**config.mk**
```make
export PLATFORM = sky130hd
export DESIGN_NAME = xtea_block_cipher
export DESIGN_NICKNAME = d
export VERILOG_FILES = /design/src/rtl/core/xtea_pkg.sv /design/src/rtl/core/xtea_block_cipher.sv /design/src/rtl/core/xtea_round.sv
export SDC_FILE = /design/constraint.sdc
export NUM_CORES = 1
export LEC_CHECK = 0
export BUFFER_PORTS_ARGS = -buffer_cell sky130_fd_sc_hd__buf_2
export CAP_MARGIN = 10
export CORE_UTILIZATION = 45
export CTS_CLUSTER_DIAMETER = 100
export CTS_CLUSTER_SIZE = 10
export DETAILED_ROUTE_END_ITERATION = 16
export GPL_TIMING_DRIVEN = 0
export PLACE_DENSITY_LB_ADDON = 0.2
export SLEW_MARGIN = 40
export SYNTH_ARGS = -nofsm -noshare
export SYNTH_HDL_FRONTEND = slang
export SYNTH_SLANG_ARGS = --single-unit
```
**constraint.sdc**
```tcl
create_clock -name i_clk -period 10.7 [get_ports i_clk]
set_input_delay 3.21 -clock i_clk [delete_from_list [all_inputs] [get_ports i_clk]]
set_output_delay 3.21 -clock i_clk [all_outputs]
set_load 0.01 [all_outputs]
```
**src/rtl/core/xtea_pkg.sv**
```systemverilog
// ----------------------------------------------------------------------------
// xtea_pkg
// shared types and constants for the xtea block cipher core
// ----------------------------------------------------------------------------
package xtea_pkg;

    localparam int WORD_W    = 32;
    localparam int BLOCK_W   = 2 * WORD_W;
    localparam int RC_W      = 9;   // round_count register width
    localparam int CFG_IDX_W = 3;   // register index width

    typedef logic [WORD_W-1:0]      t_word;
    typedef logic [3:0][WORD_W-1:0] t_key;

    localparam t_word          GOLDEN_DELTA   = 32'h9e37_79b9;
    localparam logic [RC_W-1:0] BASE_ROUNDS    = 9'd32;

    // register indexes of the configuration port
    localparam logic [CFG_IDX_W-1:0] REG_KEY0     = 3'd0;
    localparam logic [CFG_IDX_W-1:0] REG_KEY1     = 3'd1;
    localparam logic [CFG_IDX_W-1:0] REG_KEY2     = 3'd2;
    localparam logic [CFG_IDX_W-1:0] REG_KEY3     = 3'd3;
    localparam logic [CFG_IDX_W-1:0] REG_ROUNDS   = 3'd4;
    localparam logic [CFG_IDX_W-1:0] REG_DECRYPT  = 3'd5;

    // control of one half-round of the shared unit
    typedef struct packed {
        logic sub;      // subtract (decrypt) instead of add
        logic key_hi;   // key select from sum bits 12:11 instead of 1:0
    } t_half_ctl;

endpackage

```
**src/rtl/core/xtea_block_cipher.sv**
```systemverilog
// ----------------------------------------------------------------------------
// xtea_block_cipher
// 64-bit xtea encrypt/decrypt core with one shared half-round unit
// ----------------------------------------------------------------------------
// N = effective rounds (32 by default); each round takes two half-rounds
// through the shared xtea_round unit, one half-round per clock unless the
// final half-round waits for an unread result; a new block is taken only when
// idle, and the output register holds a result while the next block is taken
// reset: synchronous active-low; keys clear to zero, rounds 32, encrypt mode
module xtea_block_cipher #(
    parameter int ROUND_LIMIT = 256
) (
    input  logic                            i_clk,
    input  logic                            i_rst_n,
    // configuration write port
    input  logic                            i_cfg_we,
    input  logic [xtea_pkg::CFG_IDX_W-1:0]  i_cfg_index,
    input  logic [xtea_pkg::WORD_W-1:0]     i_cfg_data,
    // input stream
    input  logic                            s_axis_tvalid,
    output logic                            s_axis_tready,
    input  logic [xtea_pkg::BLOCK_W-1:0]    s_axis_tdata,  // block_high, block_low
    input  logic                            s_axis_tlast,  // last_in
    // output stream
    output logic                            m_axis_tvalid,
    input  logic                            m_axis_tready,
    output logic [xtea_pkg::BLOCK_W-1:0]    m_axis_tdata,  // result_high, result_low
    output logic                            m_axis_tlast   // last_out
);
    import xtea_pkg::*;

    localparam int CNT_W  = $clog2(ROUND_LIMIT + 1);

    typedef enum logic {
        ST_IDLE,
        ST_RUN
    } t_state;

    // configuration registers
    t_key             r_key;
    logic [RC_W-1:0]  r_rounds;
    logic             r_decrypt;

    // sequencer and datapath
    t_state           r_state;
    logic             r_phase;      // 0: first half-round, 1: second
    logic [CNT_W-1:0] r_left;       // feistel cycles still to run
    t_word            r_v0;
    t_word            r_v1;
    t_word            r_sum;
    logic             r_last;

    // output register
    logic                 r_out_valid;
    logic [BLOCK_W-1:0]   r_out_data;
    logic                 r_out_last;

    logic              w_accept;
    logic [RC_W-1:0]   w_n;
    t_word             w_sum_init;
    t_half_ctl         w_ctl;
    logic              w_dst_v0;
    t_word             w_src;
    t_word             w_dst;
    t_word             w_new;
    logic              w_done;
    logic              w_hold;
    logic              n_out_valid;

    // effective round count: zero means default, saturate at the limit
    always_comb begin
        if (r_rounds == '0) begin
            w_n = BASE_ROUNDS;
        end else if (r_rounds > RC_W'(ROUND_LIMIT)) begin
            w_n = RC_W'(ROUND_LIMIT);
        end else begin
            w_n = r_rounds;
        end
        // decrypt starts its sum at N * delta modulo 2^32
        w_sum_init = t_word'(w_n) * GOLDEN_DELTA;
    end

    assign s_axis_tready = (r_state == ST_IDLE);
    assign w_accept      = s_axis_tvalid && s_axis_tready;

    // half-round routing: encrypt updates v0 then v1, decrypt v1 then v0
    always_comb begin
        w_ctl.sub    = r_decrypt;
        w_ctl.key_hi = r_phase ^ r_decrypt;
        w_dst_v0     = ~(r_phase ^ r_decrypt);
        w_src        = w_dst_v0 ? r_v1 : r_v0;
        w_dst        = w_dst_v0 ? r_v0 : r_v1;
        w_done       = r_phase && (r_left == CNT_W'(1));
        // final half-round waits while the previous result is still unread
        w_hold       = w_done && r_out_valid && !m_axis_tready;
        // result beat stays until taken, a finished block loads a new one
        n_out_valid  = (r_out_valid && !m_axis_tready) ||
                       ((r_state == ST_RUN) && w_done && !w_hold);
    end

    xtea_round u_round (
        .i_src (w_src),
        .i_dst (w_dst),
        .i_sum (r_sum),
        .i_key (r_key),
        .i_ctl (w_ctl),
        .o_dst (w_new)
    );

    // configuration writes
    always_ff @(posedge i_clk) begin
        if (!i_rst_n) begin
            r_key     <= '0;
            r_rounds  <= BASE_ROUNDS;
            r_decrypt <= 1'b0;
        end else if (i_cfg_we) begin
            unique case (i_cfg_index)
                REG_KEY0:    r_key[0]  <= i_cfg_data;
                REG_KEY1:    r_key[1]  <= i_cfg_data;
                REG_KEY2:    r_key[2]  <= i_cfg_data;
                REG_KEY3:    r_key[3]  <= i_cfg_data;
                REG_ROUNDS:  r_rounds  <= i_cfg_data[RC_W-1:0];
                REG_DECRYPT: r_decrypt <= i_cfg_data[0];
                default: ;   // unknown index, ignored
            endcase
        end
    end

    // sequencer, datapath and output register
    always_ff @(posedge i_clk) begin
        if (!i_rst_n) begin
            r_state     <= ST_IDLE;
            r_phase     <= 1'b0;
            r_left      <= '0;
            r_out_valid <= 1'b0;
        end else begin
            r_out_valid <= n_out_valid;
            unique case (r_state)
                ST_IDLE: begin
                    if (w_accept) begin
                        r_state <= ST_RUN;
                        r_phase <= 1'b0;
                        r_left  <= CNT_W'(w_n);
                        r_v0    <= s_axis_tdata[WORD_W-1:0];
                        r_v1    <= s_axis_tdata[BLOCK_W-1:WORD_W];
                        r_last  <= s_axis_tlast;
                        r_sum   <= r_decrypt ? w_sum_init : '0;
                    end
                end
                ST_RUN: begin
                    if (!w_hold) begin
                        if (w_dst_v0) begin
                            r_v0 <= w_new;
                        end else begin
                            r_v1 <= w_new;
                        end
                        // sum steps once per feistel cycle, after the first half
                        if (!r_phase) begin
                            r_sum <= r_decrypt ? (r_sum - GOLDEN_DELTA)
                                               : (r_sum + GOLDEN_DELTA);
                        end else begin
                            r_left <= r_left - CNT_W'(1);
                        end
                        r_phase <= ~r_phase;
                        if (w_done) begin
                            r_state     <= ST_IDLE;
                            r_out_last  <= r_last;
                            r_out_data  <= w_dst_v0 ? {r_v1, w_new} : {w_new, r_v0};
                        end
                    end
                end
                default: r_state <= ST_IDLE;
            endcase
        end
    end

    assign m_axis_tvalid = r_out_valid;
    assign m_axis_tdata  = r_out_data;
    assign m_axis_tlast  = r_out_last;

endmodule

```
**src/rtl/core/xtea_round.sv**
```systemverilog
// ----------------------------------------------------------------------------
// xtea_round
// one xtea half-round: mixes the source word into the destination word
// ----------------------------------------------------------------------------
module xtea_round (
    input  xtea_pkg::t_word    i_src,
    input  xtea_pkg::t_word    i_dst,
    input  xtea_pkg::t_word    i_sum,
    input  xtea_pkg::t_key     i_key,
    input  xtea_pkg::t_half_ctl i_ctl,
    output xtea_pkg::t_word    o_dst
);
    import xtea_pkg::*;

    t_word w_mix;
    t_word w_keyed;
    t_word w_term;
    logic [1:0] w_kidx;

    always_comb begin
        w_kidx  = i_ctl.key_hi ? i_sum[12:11] : i_sum[1:0];
        w_mix   = ((i_src << 4) ^ (i_src >> 5)) + i_src;
        w_keyed = i_sum + i_key[w_kidx];
        w_term  = w_mix ^ w_keyed;
        o_dst   = i_ctl.sub ? (i_dst - w_term) : (i_dst + w_term);
    end

endmodule

```
==> Word level (Yosys, flattened, before mapping) <==
Index checks and enable logic that the tools add are counted.
{ "op_classes": {"addsub": 7, "multipliers": 1, "magnitude_cmp": 2, "n_eq_ne": 12, "mux": 34, "bitwise": 6, "n_reduce_logical": 25} }
{ "ops": {"columns": ["operator", "count"], "rows": [
  ["32-bit two-way mux", 15],
  ["32-bit one-hot mux with 2 select lines", 3],
  ["32-bit adder", 3],
  ["32-bit binary-select mux with 2-bit select", 1],
  ["64-bit two-way mux", 1],
  ["9-bit two-way mux", 5],
  ["32-bit adder (second input constant)", 1],
  ["9-bit by 32-bit multiplier with 32-bit output (second input constant)", 1],
  ["32-bit subtractor", 1],
  ["32-bit subtractor (second input constant)", 1],
  ["32-bit by 27-bit XOR with 32-bit output", 1],
  ["32-bit XOR", 1],
  ["9-bit one-hot mux with 2 select lines", 1],
  ["4-bit AND reduction", 4],
  ["2-bit AND reduction", 7],
  ["9-bit by 1-bit == test with 1-bit output (second input constant)", 1],
  ["9-bit > comparator (second input constant)", 1],
  ["9-bit logical NOT", 1],
  ["9-bit by 1-bit subtractor with 9-bit output (second input constant)", 1],
  ["1-bit logical AND", 7],
  ["3-bit by 2-bit == test with 1-bit output (second input constant)", 2],
  ["3-bit == test (second input constant)", 2],
  ["2-bit by 1-bit inequality test with 1-bit output (second input constant)", 3],
  ["2-bit inequality test (second input constant)", 3],
  ["other kinds (11)", 20]
]} }
{ "totals": {"ff_bits": 312, "out_inout_bits": 67, "wordCells": 103} }

==> Longest topological paths before layout <==
Gate-level depths: netlist of run 1.
{ "depth": {"word_depth": 11, "mapped_depth": 36} }

==> Modules after synthesis <==
Synthesis of run 1 repeated with hierarchy kept, for this count alone.
{ "unflattened": {"hier_cells": 2926, "area_unflattened_um2": 25002.7} }
{ "modules_own_cells": {"columns": ["module", "instances", "cells_per_inst", "area_per_inst_um2", "seq_area_each_um2"], "rows": [
  ["xtea_block_cipher", 1, 2081, 18321.3, 7867.5],
  ["xtea_round", 1, 845, 6681.4, 0.0]
]} }

==> Worst setup path after synthesis of run 1 <==
Ideal clock, no wire load.
{ "synth_timing": {"path_type": "register to register", "startpoint": "reg r_decrypt", "endpoint": "reg r_out_data[31] (netlist: m_axis_tdata[31]) (data pin)", "setup_time_ns": 0.255, "arrival_time_ns": 8.746, "required_ns": 10.445, "path_slack_ns": 1.699, "path_stages_with_launch": 33, "path_buffers": 3, "synth_period_minus_slack_ns": 9.001, "cell_sequence": "dfxtp_1 > buf_2 > clkinv_1 > nand2_1 > nand2_1 > a21oi_2 > buf_1 > mux4_2 > ha_1 > o21ai_0 > o21ai_0 > a21oi_1 > nand3b_1 > xnor2_1 > nor4b_1 > and2_1 > and3_1 > and3_1 > clkbuf_1 > nor2_1 > xnor2_1 > ha_1 > a21o_1 > a21oi_1 > a31oi_1 > nor3b_1 > a211oi_2 > a31oi_1 > a311oi_1 > xnor2_1 > xnor3_1 > or4_2 > and3_1"} }
{ "synth_between": {"elab_chain_len": 9} }
{ "synth_lines": {"columns": ["element", "line_no", "source"], "rows": [
  ["start: declaration", "xtea_block_cipher.sv:42", "logic r_decrypt;"],
  ["start signal: assignment", "xtea_block_cipher.sv:123", "REG_DECRYPT: r_decrypt <= i_cfg_data[0];"],
  ["1-bit XOR", "xtea_block_cipher.sv:89, xtea_block_cipher.sv:90", null],
  ["2-bit two-way mux", "xtea_round.sv:21", "w_kidx = i_ctl.key_hi ? i_sum[12:11] : i_sum[1:0];"],
  ["32-bit binary-select mux with 2-bit select", "xtea_round.sv:23", "w_keyed = i_sum + i_key[w_kidx];"],
  ["32-bit two-way mux (implied by the code)", "xtea_round.sv:23", null],
  ["32-bit adder", "xtea_round.sv:23", null],
  ["32-bit XOR", "xtea_round.sv:24", "w_term = w_mix ^ w_keyed;"],
  ["32-bit adder or 32-bit subtractor (tied branches)", "xtea_round.sv:25", "o_dst = i_ctl.sub ? (i_dst - w_term) : (i_dst + w_term);"],
  ["32-bit two-way mux", "xtea_round.sv:25", null],
  ["64-bit two-way mux (*)", "xtea_block_cipher.sv:168", "r_out_data <= w_dst_v0 ? {r_v1, w_new} : {w_new, r_v0};"],
  ["end signal: assignment", "xtea_block_cipher.sv:168", null],
  ["end: declaration", "xtea_block_cipher.sv:55", "logic [BLOCK_W-1:0] r_out_data;"]
]} }
Every way passes the cells marked *; elsewhere a longest branch is shown, timed or not. The select of a mux whose other input is x is not followed.
A chain may end at the register's enable or synchronous reset.

==> Worst setup path after layout of run 1 <==
Same ends and word-level chain as after synthesis.

==> reports/summary.txt, run 1 <==
Async SR Flop Fraction = 0%
Rows = 85
Syn Area/Cell = 8.80 µm²
Compound-Gate Fraction of Synth Area = 18.9%
Maximum clock rate = 0.0987 GHz
Post-CTS setup buffer count = 0
Register-to-register setup slack = 0.57 ns
Worst Hold End = m_axis_tlast
Hold Path Class = register to register
Clock Skews = 0.0252 ns
CTS H-tree lvls = 2
Grt ovf = 0
Leading cell types by count after synthesis = 567 x nand2_1, 192 x ha_1, 186 x inv_1, 176 x o21ai_0, 162 x edfxtp_1
DR DRC count = 0
EDFF count, synth = 162
Synth Area in Adders = 16.1%
Most frequent cell after synthesis = nand2_1
Iter 0 DRT Violations = 1736
Post-DRT Antenna Nets = 0
CTS tree = yes
Max FO, Critical Path = 26
Hold Violations, Final = 0
Largest net degree at the start of global routing = 45
Area of placed instances = 26400 µm²
First-pass GRT wire length = 119000 µm
Worst Max-Slew Pin Slew = 0.941 ns
WL/cell = 20.8 µm
Share of layout cells above drive strength 1 = 11.3%
Vias in the first global route = 21300
Fin cells = 3710
Starting Density = 45.5%
Synthesized instance count = 2781
Critical path origin = r_decrypt
Hold Path Depth = 0
Xor/xnor cell area share of the yosys netlist = 8.18%
Synth cell types = 81
Max_cap viols = 0
Sequential share of the synthesized area = 32.1%
Crit-path slowest cell = or4_2
Main synth FF type = edfxtp_1
DP Cell Count = 3655
Post-synthesis register bit count = 312
WS Path Type = register to register
CTS Sinks = 312
CP top delay family = compound AO/OA/AOI/OAI gates
R2R depth = 31
Outcome = finished, final reports clean
Area contributors post-synth = edfxtp_1 20%, dfxtp_1 12%, ha_1 9.8%, nand2_1 8.7%, fa_1 6.3%
Resized cells post-CTS = 3
Post-synth top area share = 19.9%
Post-synth net total = 3155
Syn. warnings = 0
WP data required = 11.01 ns
Critical Path Start Type = register
Crit path arrival time = 10.44 ns
Root Buffer = clkbuf_16
Power Dens Cells = 388 nW/µm²
Fin crit period = 10.13 ns
Vias after detailed routing = 21400
Routed WL = 77200 µm
CTS Buf Count = 38
FILL cells = 5053
Worst-Skew Late Latency = 0.57 ns
Multi-input gate area = 15500 µm²
CTS max path bufs = 3
Ant. Diodes = 0
Crit-path max cell delay = 0.63 ns
Hold_ws = 0.425 ns
CP Buf/Inv Count = 4
Design area = 27500 µm²
Mapped Area = 24500 µm²
Max-slew headroom = 37.3%
CTS Hold Bufs = 0
Dpl hpwl = 61100 µm
Reg clk slew, reported paths = 0.06 ns
Simple-Gate Fraction of Synth Area = 16.2%
Antenna violations before repair = 2
Hold Startpoint = r_last
IO Count = 172
Largest family of logic cells by synthesized area = compound AO/OA/AOI/OAI gates
Post-synth top area cell = edfxtp_1
Chip width = 235 µm
DR pass1 iterations = 6
Area Overhead vs Synth = 12.3%
R2r startpoint = r_decrypt
Worst VDD drop = 0.000274 V
Die footprint = 55300 µm²
GPL Wtd Cong = 0.959
Register area = 7870 µm²
PortBufs = 171
Tcrit/Tclk final = 94.7%
Leakage Power = 0.0116 µW
Final #Nets = 3373
Multiplexer share of the synthesized area = 3.82%
Reg2reg end = m_axis_tdata[31]
Die height = 235 µm
Vias per cell = 5.76
Tot GR Track Use = 27.7%
RSZ-0062 raised after global routing = false
Core area = 53800 µm²
Setup crit end kind = register
Slew Limit Fails = 0
Endpoints failing setup = 0
==> layer usage <==
metal | track usage, % | share of wire (%) | up-vias
li1 | - | - | 10100
met1 | 35.2 | 42 | 10200
met2 | 46.6 | 47 | 831
met3 | 4.23 | 6.8 | 183
met4 | 11.9 | 4.5 | 4
met5 | 0 | 0.035 | -
==> per-stage QoR <==
step	setup TNS, ns	utilization, %	power [µW]	worst slack [ns]
floorplan	0	-	7570	1.70
global placement	-7.83	48.7	9080	-1.19
detailed placement	-0.392	49.0	9240	-0.383
CTS	0	51.0	10500	0.154
global route	0	51.1	11500	0.0230
finish	0	51.1	10700	0.572
==> kinds of logic after synthesis <==
group | Yosys count
muxes | 51
xor gates and xnor gates | 224
buffers and inverters | 299
adders and majority gates | 269
AOI/OAI and AO/OA | 723
and+or+nand+nor | 901
DFF | 312
other | 2
==> layout make-up <==
type	count	share of cell area [%]
buffer	111	1.60
inverter	188	2.58
sequential	312	28.6
clock inverter	5	0.264
tap	696	3.17
multi-input combinational	2170	56.5
timing repair buffer	178	3.50
clock buffer	50	3.74
==> worst max path at each step <==
stage	end	slack, ns	depth (start not counted)
3_3_place_gp	m_axis_tdata[31]	-1.19	32
4_1_cts	m_axis_tdata[31]	0.15	32
6_report	m_axis_tdata[31]	0.57	31
5_1_grt	m_axis_tdata[31]	0.02	30
3_5_place_dp	m_axis_tdata[31]	-0.38	32
2_1_floorplan	m_axis_tdata[31]	1.70	32
==> where the power goes <==
group / leakage (µW) / switching (µW) / internal (µW) / total [µW]
clock network: 0.000534 / 517 / 693 / 1210
logic: 0.00836 / 4580 / 3030 / 7600
registers: 0.00273 / 81.7 / 1760 / 1850
==> registers in the layout (all words and copies together), names as in the netlist <==
register       cells
r_key            128
m_axis_tdata      64
r_sum             32
r_v0              32
r_v1              32
r_left             9
r_rounds           9
m_axis_tlast       1
m_axis_tvalid      1
r_decrypt          1
r_last             1
r_phase            1
r_state            1
==> layout by cell type, fill, tap and decap left out, types with 20 or more instances in the layout <==
| cell type | synthesis | final |
|---|---|---|
| o21ai_0 | 176 | 175 |
| nand2_1 | 567 | 566 |
| nor2_1 | 99 | 99 |
| nand2b_1 | 27 | 27 |
| xor2_1 | 79 | 79 |
| a21boi_0 | 147 | 146 |
| nor3_1 | 20 | 20 |
| and3_1 | 23 | 22 |
| a31oi_1 | 25 | 25 |
| dfxtp_1 | 150 | 149 |
| mux4_2 | 32 | 32 |
| or2_2 | 28 | 28 |
| a21o_1 | 66 | 66 |
| nor2b_1 | 24 | 23 |
| nand3_1 | 42 | 42 |
| xnor2_1 | 142 | 142 |
| o22ai_1 | 25 | 25 |
| buf_2 | 1 | 175 |
| clkbuf_16 | 0 | 39 |
| and2_1 | 23 | 23 |
| o21a_1 | 22 | 22 |
| inv_1 | 186 | 186 |
| a21oi_1 | 156 | 153 |
| ha_1 | 192 | 192 |
| clkbuf_1 | 97 | 100 |
| fa_1 | 77 | 77 |
| edfxtp_1 | 162 | 162 |
No activity file was read; power rests on OpenSTA's default activity.
==> run 2: changes to the inputs <==
Settings changed: CORE_ASPECT_RATIO from default to 0.9.
==> run 2 against run 1 <==
Against the previous run:
- sequential cell count unchanged
- design area about the same
- worst setup slack got worse by 0.16 ns
- sequential share of layout area about the same
- non-clock buffer count increased by 2
- global-route usage increased by 0.48 points
- final cell count unchanged
- utilization increased by 0.39 points
- critical endpoint unchanged
==> reports/summary.txt, run 2 (synthesis gave the netlist of run 1 again) <==
Worst Max-Slew Pin Slew = 0.921 ns (-0.0194 ns)
Reg2reg end = m_axis_tdata[31]
Max-slew headroom = 38.6% (+1.3 points)
Setup crit end kind = register
Leakage Power = 0.0116 µW (-0.15%)
CTS max path bufs = 3 (unchanged)
Max FO, Critical Path = 26 (unchanged)
DR DRC count = 0 (unchanged)
R2R depth = 30 (-3.2%)
CTS H-tree lvls = 2 (unchanged)
Most common cell on crit path = a21oi_1
WP data required = 11.02 ns (about the same)
Commonest non-fill, non-tap cell in the layout = nand2_1
CTS Hold Bufs = 0 (unchanged)
Tot GR Track Use = 28.1% (+0.48 points)
Routed WL = 77500 µm (+0.37%)
Grt ovf = 0 (unchanged)
Chip width = 248 µm (+5.4%)
Clock Skews = 0.0255 ns (+0.000266 ns)
Vias per cell = 5.74 (-0.31%)
Largest net degree at the start of global routing = 46 (+2.2%)
DR pass1 iterations = 5 (-1)
Max_cap viols = 0 (unchanged)
Hold_ws = 0.426 ns (+0.00169 ns)
Area Overhead vs Synth = 12.2% (about the same)
Final #Nets = 3374 (+0.030%)
Vias after detailed routing = 21300 (-0.31%)
Power Dens Cells = 386 nW/µm² (-0.37%)
Reg clk slew, reported paths = 0.06 ns (about the same)
Crit-path slowest cell = mux4_2
IO Count = 172 (unchanged)
Most frequent cells in the layout = 566 x nand2_1, 192 x ha_1, 186 x inv_1
Worst VDD drop = 0.000300 V (+9.5%)
CTS Sinks = 312 (unchanged)
CTS tree = yes
Starting Density = 45.9% (+0.39 points)
Fin crit period = 10.29 ns (+0.160 ns)
R2r startpoint = r_decrypt
Dpl hpwl = 61900 µm (+1.3%)
Maximum clock rate = 0.0972 GHz (-1.6%)
Ant. Diodes = 0 (unchanged)
Worst-Skew Late Latency = 0.55 ns (-0.02 ns)
Root Buffer = clkbuf_16
Critical path origin = r_decrypt
Hold Path Class = register to register
Endpoints failing setup = 0 (unchanged)
Antenna violations before repair = 1 (-1)
Outcome = finished, final reports clean
WS Path Type = register to register
Iter 0 DRT Violations = 1663 (-4.2%)
Crit path arrival time = 10.60 ns (+0.16 ns)
Crit-path max cell delay = 0.65 ns (+0.02 ns)
First-pass GRT wire length = 119000 µm (+0.17%)
WL/cell = 20.9 µm (+0.37%)
Die height = 223 µm (-5.1%)
Core area = 53400 µm² (-0.86%)
CTS Buf Count = 37 (-2.6%)
PortBufs = 171 (unchanged)
Final core utilization = 51.5% (+0.39 points)
Worst setup endpoint = m_axis_tdata[31]
Reg with most FFs = r_key
Max FFs per register = 128 (unchanged)
Hold Violations, Final = 0 (unchanged)
Share of layout cells above drive strength 1 = 11.3% (about the same)
Slew Limit Fails = 0 (unchanged)
Tcrit/Tclk final = 96.1% (+1.5 points)
Die footprint = 55300 µm² (about the same)
Vias in the first global route = 21200 (-0.27%)
Post-DRT Antenna Nets = 0 (unchanged)
Rows = 80 (-5.9%)
Critical Path Start Type = register
Register-to-register setup slack = 0.41 ns (-0.16 ns)
GPL Wtd Cong = 0.985 (+2.7%)
[run 2: worst min path at each step]
stage	startpoint	endpoint	slack (ns)	depth (start not counted)
4_1_cts	r_last	m_axis_tlast	0.43	0
2_1_floorplan	r_last	m_axis_tlast	0.40	0
3_5_place_dp	r_last	m_axis_tlast	0.42	0
6_report	r_last	m_axis_tlast	0.43	0
5_1_grt	r_last	m_axis_tlast	0.43	0
3_3_place_gp	r_last	m_axis_tlast	0.40	0
[run 2: repair_timing]
item                                    4_1_cts  5_1_grt
gates resized for setup                       7       12
setup buffers                                 0        2
endpoints found under the setup margin        4        4
pin swaps                                     0        1
[run 2: worst max-delay path: cells and delay by family (launching register included)]
kind / cells / cell delay (ns)
xor+xnor: 4 / 1.64
flops: 1 / 0.57
buf+inv: 4 / 1.04
mux: 1 / 0.65
compound gates: 10 / 2.56
simple gates: 9 / 2.83
fa+ha+maj: 2 / 0.72
[run 2: where the power goes]
| part | switching, µW | total [µW] | internal, µW |
|---|---|---|---|
| combinational | 4610 | 7630 | 3030 |
| sequential | 81.2 | 1850 | 1760 |
| clock | 501 | 1130 | 632 |
| total | 5190 | 10600 | 5420 |
[run 2: layout make-up]
type                    count  area, µm²
well taps                 697        872
inverters                 188        711
repair buffers            181       1010
fillers                  5029      25900
clock inverters             4       50.0
clock buffers              48        967
multi-input cells        2170      15600
flip-flops and latches    312       7870
plain buffers             110        435
[run 2: metal layers]
metal | wire [µm] | track usage (%) | up-vias
li1 | - | - | 10100
met1 | 34300 | 38.0 | 10300
met2 | 36000 | 45.9 | 754
met3 | 5020 | 4.19 | 139
met4 | 2240 | 9.30 | 2
met5 | 8 | 0 | -
[run 2: stage by stage]
| stage | power, µW | worst slack (ns) | setup TNS, ns | area, µm² | std cells |
|---|---|---|---|---|---|
| 6_report | 10600 | 0.413 | 0 | 27500 | 3710 |
| 5_1_grt | 11400 | -0.0256 | -0.0256 | 27500 | 3710 |
| 4_1_cts | 10500 | 0.213 | 0 | 27400 | 3708 |
| 3_5_place_dp | 9290 | -0.555 | -1.23 | 26400 | 3656 |
| 3_3_place_gp | 9130 | -1.31 | -10.01 | 26200 | 3649 |
| 2_1_floorplan | 7570 | 1.70 | 0 | 24500 | 2781 |
